===== src/design/sdt_pkg.sv =====
// sdt_pkg: shared types and constants for the subspace density test.
// No dependencies; imported by every module of the block.
`default_nettype none
package sdt_pkg;

	// squared-distance arithmetic
	localparam int ACC_W       = 38;              // per-candidate squared distance, Q8.30
	localparam int TOT_W       = 54;              // running sum of in-radius distances
	localparam int INV_W       = 32;              // reciprocal of squared radius, Q16.16
	localparam int PHI_W       = 32;              // density sum, Q16.16
	localparam int CNT_THR_W   = 16;
	localparam int NT_W        = 16;              // reported neighbour total
	localparam int TOT_SPLIT   = 30;              // total split point for the two products
	localparam int HI_W        = TOT_W - TOT_SPLIT;
	localparam int PROD_HI_W   = HI_W + INV_W;
	localparam int PROD_LO_W   = TOT_SPLIT + INV_W;
	localparam int TERM_W      = PROD_HI_W + 1;
	localparam int SQ_IN_W     = 19;              // widest magnitude that is squared
	localparam logic [63:0] SQ_SAT_LIM = 64'h7FFFF;

	// candidate queue
	localparam int QUEUE_DEPTH = 4;
	localparam int QPTR_W      = $clog2(QUEUE_DEPTH);
	localparam int QCNT_W      = $clog2(QUEUE_DEPTH + 1);

	// configuration register map
	localparam int REG_IDX_W  = 3;
	localparam int REG_ADDR_W = REG_IDX_W + 3;
	localparam int REG_DATA_W = 64;
	localparam logic [REG_IDX_W-1:0] REG_MODE      = 3'd0;
	localparam logic [REG_IDX_W-1:0] REG_RADIUS_SQ = 3'd1;
	localparam logic [REG_IDX_W-1:0] REG_INV_RAD   = 3'd2;
	localparam logic [REG_IDX_W-1:0] REG_BALL_THR  = 3'd3;
	localparam logic [REG_IDX_W-1:0] REG_COUNT_THR = 3'd4;

	// one closed candidate, front to back
	typedef struct packed {
		logic [ACC_W-1:0] dist_sq;
		logic             is_self;
		logic             last;
	} cand_rec_t;

	// settings seen by the back end
	typedef struct packed {
		logic                 rect_mode;
		logic [ACC_W-1:0]     radius_sq;
		logic [INV_W-1:0]     inv_radius_sq;
		logic [PHI_W-1:0]     ball_threshold;
		logic [CNT_THR_W-1:0] count_threshold;
	} back_cfg_t;

	typedef enum logic [2:0] {
		B_RUN,
		B_MUL,
		B_SUM,
		B_PHI,
		B_LOAD
	} back_state_t;

endpackage
`default_nettype wire


===== src/design/sdt_back.sv =====
// sdt_back: radius test, neighbour count and distance total per candidate, then
// the density sum and the decision at the end of a point. Depends on sdt_pkg.
`default_nettype none
module sdt_back #(
	parameter int COUNT_BITS = 16
) (
	input  wire                         clk,
	input  wire                         arst_n,
	input  sdt_pkg::back_cfg_t          cfg,
	input  sdt_pkg::cand_rec_t          rec,
	input  wire                         rec_empty,
	output logic                        pop,
	output logic                        out_valid,
	input  wire                         out_ready,
	output logic                        dense_out,
	output logic [sdt_pkg::NT_W-1:0]    neighbor_total,
	output logic [sdt_pkg::PHI_W-1:0]   density_sum
);
	import sdt_pkg::*;

	back_state_t           state_q, state_n;
	logic                  load;
	logic                  hit;
	logic [COUNT_BITS-1:0] count_q;
	logic [TOT_W-1:0]      total_q;
	logic [TOT_W:0]        total_sum;
	logic [PROD_HI_W-1:0]  prod_hi_s1;
	logic [PROD_LO_W-1:0]  prod_lo_s1;
	logic [TERM_W-1:0]     term_s2;
	logic [TERM_W-1:0]     cq;
	logic [TERM_W-1:0]     phi_full;
	logic [PHI_W-1:0]      phi_s3;
	logic [31:0]           count_ext;
	logic                  out_valid_q;

	// next state
	always_comb begin
		state_n = state_q;
		case (state_q)
			B_RUN:   if (!rec_empty && rec.last) state_n = B_MUL;
			B_MUL:   state_n = B_SUM;
			B_SUM:   state_n = B_PHI;
			B_PHI:   state_n = B_LOAD;
			B_LOAD:  if (!out_valid_q || out_ready) state_n = B_RUN;
			default: state_n = B_RUN;
		endcase
	end

	// control outputs
	always_comb begin
		pop  = 1'b0;
		load = 1'b0;
		case (state_q)
			B_RUN:   pop = !rec_empty;
			B_LOAD:  load = !out_valid_q || out_ready;
			default: ;
		endcase
	end

	always_ff @(posedge clk or negedge arst_n) begin
		if (!arst_n) begin
			state_q <= B_RUN;
		end else begin
			state_q <= state_n;
		end
	end

	// per-candidate update
	assign hit       = !rec.is_self && (rec.dist_sq <= cfg.radius_sq);
	assign total_sum = {1'b0, total_q} + (TOT_W + 1)'(rec.dist_sq);

	always_ff @(posedge clk or negedge arst_n) begin
		if (!arst_n) begin
			count_q <= '0;
			total_q <= '0;
		end else if (load) begin
			count_q <= '0;
			total_q <= '0;
		end else if (pop && hit) begin
			if (count_q != '1) begin
				count_q <= count_q + 1'b1;
			end
			total_q <= total_sum[TOT_W] ? '1 : total_sum[TOT_W-1:0];
		end
	end

	// total * inv_radius_sq in two partial products
	always_ff @(posedge clk) begin
		if (state_q == B_MUL) begin
			prod_hi_s1 <= total_q[TOT_W-1:TOT_SPLIT] * cfg.inv_radius_sq;
			prod_lo_s1 <= total_q[TOT_SPLIT-1:0] * cfg.inv_radius_sq;
		end
	end

	always_ff @(posedge clk) begin
		if (state_q == B_SUM) begin
			term_s2 <= TERM_W'(prod_hi_s1) + TERM_W'(prod_lo_s1 >> TOT_SPLIT);
		end
	end

	// phi = count - term, floored at zero, capped at the field width
	assign cq       = TERM_W'(count_q) << 16;
	assign phi_full = (term_s2 >= cq) ? '0 : cq - term_s2;

	always_ff @(posedge clk) begin
		if (state_q == B_PHI) begin
			phi_s3 <= (|phi_full[TERM_W-1:PHI_W]) ? '1 : phi_full[PHI_W-1:0];
		end
	end

	// output register
	assign count_ext = 32'(count_q);

	always_ff @(posedge clk or negedge arst_n) begin
		if (!arst_n) begin
			out_valid_q <= 1'b0;
		end else if (load) begin
			out_valid_q <= 1'b1;
		end else if (out_ready) begin
			out_valid_q <= 1'b0;
		end
	end

	always_ff @(posedge clk) begin
		if (load) begin
			dense_out      <= cfg.rect_mode ? (count_ext >= 32'(cfg.count_threshold))
				: (phi_s3 >= cfg.ball_threshold);
			neighbor_total <= (|count_ext[31:NT_W]) ? '1 : count_ext[NT_W-1:0];
			density_sum    <= phi_s3;
		end
	end

	assign out_valid = out_valid_q;

endmodule
`default_nettype wire


===== config.mk =====
export PLATFORM = sky130hd
export DESIGN_NAME = sdt_back
export DESIGN_NICKNAME = d
export VERILOG_FILES = /design/src/design/sdt_pkg.sv /design/src/design/sdt_back.sv
export SDC_FILE = /design/constraint.sdc
export NUM_CORES = 2
export LEC_CHECK = 0
export BUFFER_PORTS_ARGS = -buffer_cell sky130_fd_sc_hd__buf_4
export CAP_MARGIN = 20
export CELL_PAD_IN_SITES_DETAIL_PLACEMENT = 0
export CELL_PAD_IN_SITES_GLOBAL_PLACEMENT = 1
export CORE_ASPECT_RATIO = 1.5
export CORE_MARGIN = 2
export CORE_UTILIZATION = 35
export CTS_BUF_LIST = sky130_fd_sc_hd__clkbuf_16
export CTS_CLUSTER_DIAMETER = 120
export DETAILED_ROUTE_END_ITERATION = 10
export PLACE_DENSITY_LB_ADDON = 0.15
export SYNTH_ARGS = -nofsm -noshare
export SYNTH_HDL_FRONTEND = slang
export SYNTH_SLANG_ARGS = --single-unit

===== constraint.sdc =====
create_clock -name clk -period 23.9 [get_ports clk]
set_clock_uncertainty 0.2 [all_clocks]
set_input_delay 7.17 -clock clk [delete_from_list [all_inputs] [get_ports clk]]
set_output_delay 7.17 -clock clk [all_outputs]
set_load 0.01 [all_outputs]

Yosys cells after proc, flatten, opt, wreduce, memory -nomap -nowiden --
Index checks and enable logic that the tools add are counted.
Storage, ports and cells: bits of input ports 163, logic and storage cells 57, bits in read-only memories 0, register bits 330, bits in latches 0, memory bits (writable) 0, output and inout port bits 51, memories kept 0
Operators by class: bitwise gates (word level) 0, multiplexer cells 15, $mul 2, reductions and logical operators 14, shift-type cells 0, $lt $le $gt $ge 4, equal/unequal tests 7, divide/modulo/power cells 0, add/subtract/negate cells 4
Operators with widths (number):
- $mux 54 | 3
- $mul 30x32->62 | 1
- $add 56x32->57 | 1
- $ge 57x32->1 | 1
- $mux 57 | 1
- $sub 32x57->57 | 1
- $mul 24x32->56 | 1
- $add 54x38->55 | 1
- $mux 16 | 3
- $le 38x38->1 | 1
- $ge 32x32->1 | 1
- $reduce_or 25->1 | 1
- $add 16x1->16 const B | 1
- $ge 16x16->1 | 1
- $ne 16x16->1 const B | 1
- $pmux 3 s5 | 1
- $eq 3x2->1 const B | 2
- $mux 3 | 2
- $reduce_bool 2->1 | 3
- $mux 1 | 5
- $ne 2x2->1 const B | 2
- $reduce_and 2->1 | 2
- $eq 3x1->1 const B | 1
- $eq 3x3->1 const B | 1
- 4 further kinds | 8

Depth between registers and ports, before layout --
word-level depth 5, mapped depth 30, mapped depth without buffers 27

Least setup slack after synthesis --
Ideal clock, no wire load.
path kind input to output, start input port rec_empty, end output port pop, cell stages on the path 1, buffers on the path 0, data arrival time 7.589 ns, data required time 16.530 ns, path slack 8.941 ns, path through nor4_1
Between the ends: longest elaborated chain between the ends 2
Ends and longest elaborated chain:
- start: declaration | line sdt_back.sv:11 | input wire rec_empty,
- $logic_not 1->1 | line sdt_back.sv:54 | B_RUN: pop = !rec_empty;
- $mux 1 | line sdt_back.sv:53 | case (state_q)
- end: declaration | line sdt_back.sv:12 | output logic pop,
Every way passes these cells.

Final worst setup path --
start input port cfg[66] (netlist name), end register prod_lo_s1[48], data pin
Between the ends: longest elaborated chain between the ends 1
Ends and longest elaborated chain:
- start: declaration | line sdt_back.sv:9 | input sdt_pkg::back_cfg_t cfg,
- $mul 30x32->62 | line sdt_back.sv:91 | prod_lo_s1 <= total_q[TOT_SPLIT-1:0] * cfg.inv_radius_sq;
- end signal: assignment | line sdt_back.sv:91
- end: declaration | line sdt_back.sv:28 | logic [PROD_LO_W-1:0] prod_lo_s1;
Every way passes these cells. A chain may end at the register's enable or synchronous reset.

==> out/metrics.cfg <==
[timing]
maxSlewViolCount = 0
finalSetupTns_ns = 0
min_period_ns = 15.35
tightest_slew_ns = 1.21
rsz0062_at_grt = no
fin_crit_sh_pct = 64.2
setup_viol = 0
max_freq_mhz = 65.2
relSlewSlack_pct = 19.0
timing_hold_violations_final = 0

[route]
detail-route-antenna-nets = 0
drt_pass1_iterations = 7
vias = 52600
routedWlPerCell_um = 21.7
routed_wl_mm = 228
remaining_drc_errors = 0
via_per_inst = 5.01
detail_route.iter0.violations = 2482

[critical_path]
path_class = input pin to register
critPathMaxFanout = 30
startpoint_type = input pin
crit_path_end_kind = register
critPathSlowestCell = o21ai_0
critPathRequiredTime_ns = 24.05
rrSetupSlack_ns = 14.95
critPathMaxStageDelay_ns = 0.89
crit_arrival_ns = 15.50
crit_top_cell = fa_1

[yosys]
syn_avg_cell_area_um2 = 9.23
netlist_instances = 7895
syn_area_mm2 = 0.0729
synthDistinctLibCells = 80
yosys_warnings = 0
synth_ff_type = edfxtp_1
yosysSeqAreaShare_pct = 11.9
synth_edf_count = 226
synthArstFlopShare_pct = 24.7
ys_ff_latch = 300
synthesis.nets = 10200

[floorplanning]
fp.dieArea_mm2 = 0.212
die_y_um = 563
fp-row-count = 205
ios = 214
start_util_pct = 35.1
die_w_um = 377
coreArea_mm2 = 0.208

[layout]
num-nets-final = 10000
post-route-util_pct = 37.6
fillerInstances = 21100
final_layout_size_suffix_gt1_share_pct = 5.16
area_growth_pct = 7.06

[clock_tree]
cts_buffer_depth = 3
cts_max_level = 2
cts_hold_buf = 0
cts_resized = 0
worstSkewPairLatency_ns = 0.60
cts_setup_buffers = 0
clkTransAtPathRegs_ns = 0.06
cts_tree = built
clkSinkCount = 300
cts_buffers = 35
root_buffer = clkbuf_16

[worst_hold_path]
hold_path.class = register to register

[status]
status = finished, final reports clean

[global_route]
grt_overflow_total = 0
grt_usage_pct = 21.9
grt_pass1_wl_mm = 354
grt_max_degree = 84
grt_pass1_vias = 59100
antenna_found_initial = 26

[job]
maxCapViolations = 0

[place]
gp_congestion = 0.875
portBuffers = 213
place_hpwl_mm = 183

## flip-flops by register name (all words and copies together), names as in the netlist
name            count
term_s2            57
prod_hi_s1         56
total_q            54
density_sum        32
phi_s3             32
prod_lo_s1         32
count_q            16
neighbor_total     16
state_q             3
dense_out           1
out_valid           1
## worst max-delay path: cells and delay by family
kind	cells	cell delay, ns
XOR/XNOR	1	0.08
adder cells (fa/ha/maj)	9	4.28
AND/OR/NAND/NOR	3	0.62
buffers and inverters	6	1.01
AO/OA/AOI/OAI	7	2.27
## metal layers
metal | track usage [%] | wire (um) | vias up
met1 | 25.7 | 90700 | 27500
li1 | - | - | 23800
met2 | 41.8 | 123000 | 989
met3 | 1.49 | 6190 | 333
met4 | 7.34 | 8480 | 10
met5 | 0 | 52 | -
## final cells by class
cell class | count | area [um^2] | share of cell area, %
antenna | 6 | 15.0 | 0.0192
tap | 2691 | 3370 | 4.31
clock inverter | 29 | 313 | 0.401
inverter | 1673 | 6280 | 8.05
clock buffer | 35 | 876 | 1.12
multi-input combinational | 5488 | 56300 | 72.2
timing repair buffer | 290 | 2180 | 2.79
sequential | 300 | 8660 | 11.1
## through the flow
step	hold slack, ns	setup WS, ns	instance area, um^2	std cells
after global routing	0.276	8.07	78000	10500
after CTS	0.259	8.47	78000	10500
after floorplan	0.226	8.94	72900	7895
after global placement	0.235	7.93	76800	10400
final	0.256	8.55	78000	10500
after detailed placement	0.241	7.85	76800	10400
## layout by cell type (no fill, tap or decap), drive strengths merged, types with 15 or more instances in the layout
cell,instances
o211ai,16
ha,603
and2,854
nor2b,36
and3,37
xnor2,132
edfxtp,226
nand2,1039
nand3,74
a31oi,60
clkinv,16
xor2,88
a21oi,242
buf,290
nor2,134
a21o,123
nand4,62
inv,1681
o21bai,23
clkbuf,35
o21ai,145
o21a,28
or3,15
dfrtp,74
fa,1495
nand2b,32
nor3,54
a211oi,26
## path summary, 6_finish.rpt
check	from	end	cells after the start
worst max-delay path	cfg[66]	prod_lo_s1[48]	26
worst min-delay path	phi_s3[31]	density_sum[31]	0
worst max register to register	total_q[7]	prod_lo_s1[48]	24
worst min register to register	phi_s3[31]	density_sum[31]	0
max in group asynchronous	arst_n	total_q[7]	2
min in group asynchronous	arst_n	count_q[4]	1
## Yosys cell counts (10+ instances only)
| master | number | share of area (%) |
|---|---|---|
| fa_1 | 1495 | 41 |
| nor4_1 | 13 | 0.11 |
| o21bai_1 | 23 | 0.24 |
| nor3_1 | 54 | 0.37 |
| o21ai_0 | 145 | 1.0 |
| xor2_1 | 88 | 1.1 |
| inv_1 | 1673 | 8.6 |
| nor2b_1 | 36 | 0.31 |
| nand4_1 | 62 | 0.53 |
| or3_1 | 13 | 0.11 |
| o211ai_1 | 16 | 0.16 |
| ha_1 | 603 | 10 |
| nand2b_1 | 32 | 0.27 |
| and3_1 | 37 | 0.32 |
| edfxtp_1 | 226 | 9.3 |
| dfrtp_1 | 74 | 2.5 |
| nor2_1 | 134 | 0.69 |
| a31oi_1 | 60 | 0.51 |
| a21o_1 | 123 | 1.3 |
| xnor2_1 | 132 | 1.6 |
| a21oi_1 | 242 | 1.7 |
| nand2_1 | 1039 | 5.4 |
| o21a_1 | 28 | 0.29 |
| nand3_1 | 74 | 0.51 |
| a211oi_1 | 26 | 0.27 |
| and4_1 | 12 | 0.14 |
| and2_1 | 854 | 7.3 |
| or2_2 | 10 | 0.086 |
| clkbuf_1 | 428 | 2.2 |
## cell families after synthesis
family,Yosys count,share of synthesized area (%)
AO/OA/AOI/OAI,765,6.65
XOR/XNOR,220,2.64
adder cells (fa/ha/maj),2098,51.4
buffers and inverters,2107,10.9
flip-flops,300,11.9
multiplexers,7,0.0978
AND/OR/NAND/NOR,2398,16.5
Power is left out: the tool's default activity adds up to more than one toggle a clock period on the data nets, which glitch-free logic cannot reach.
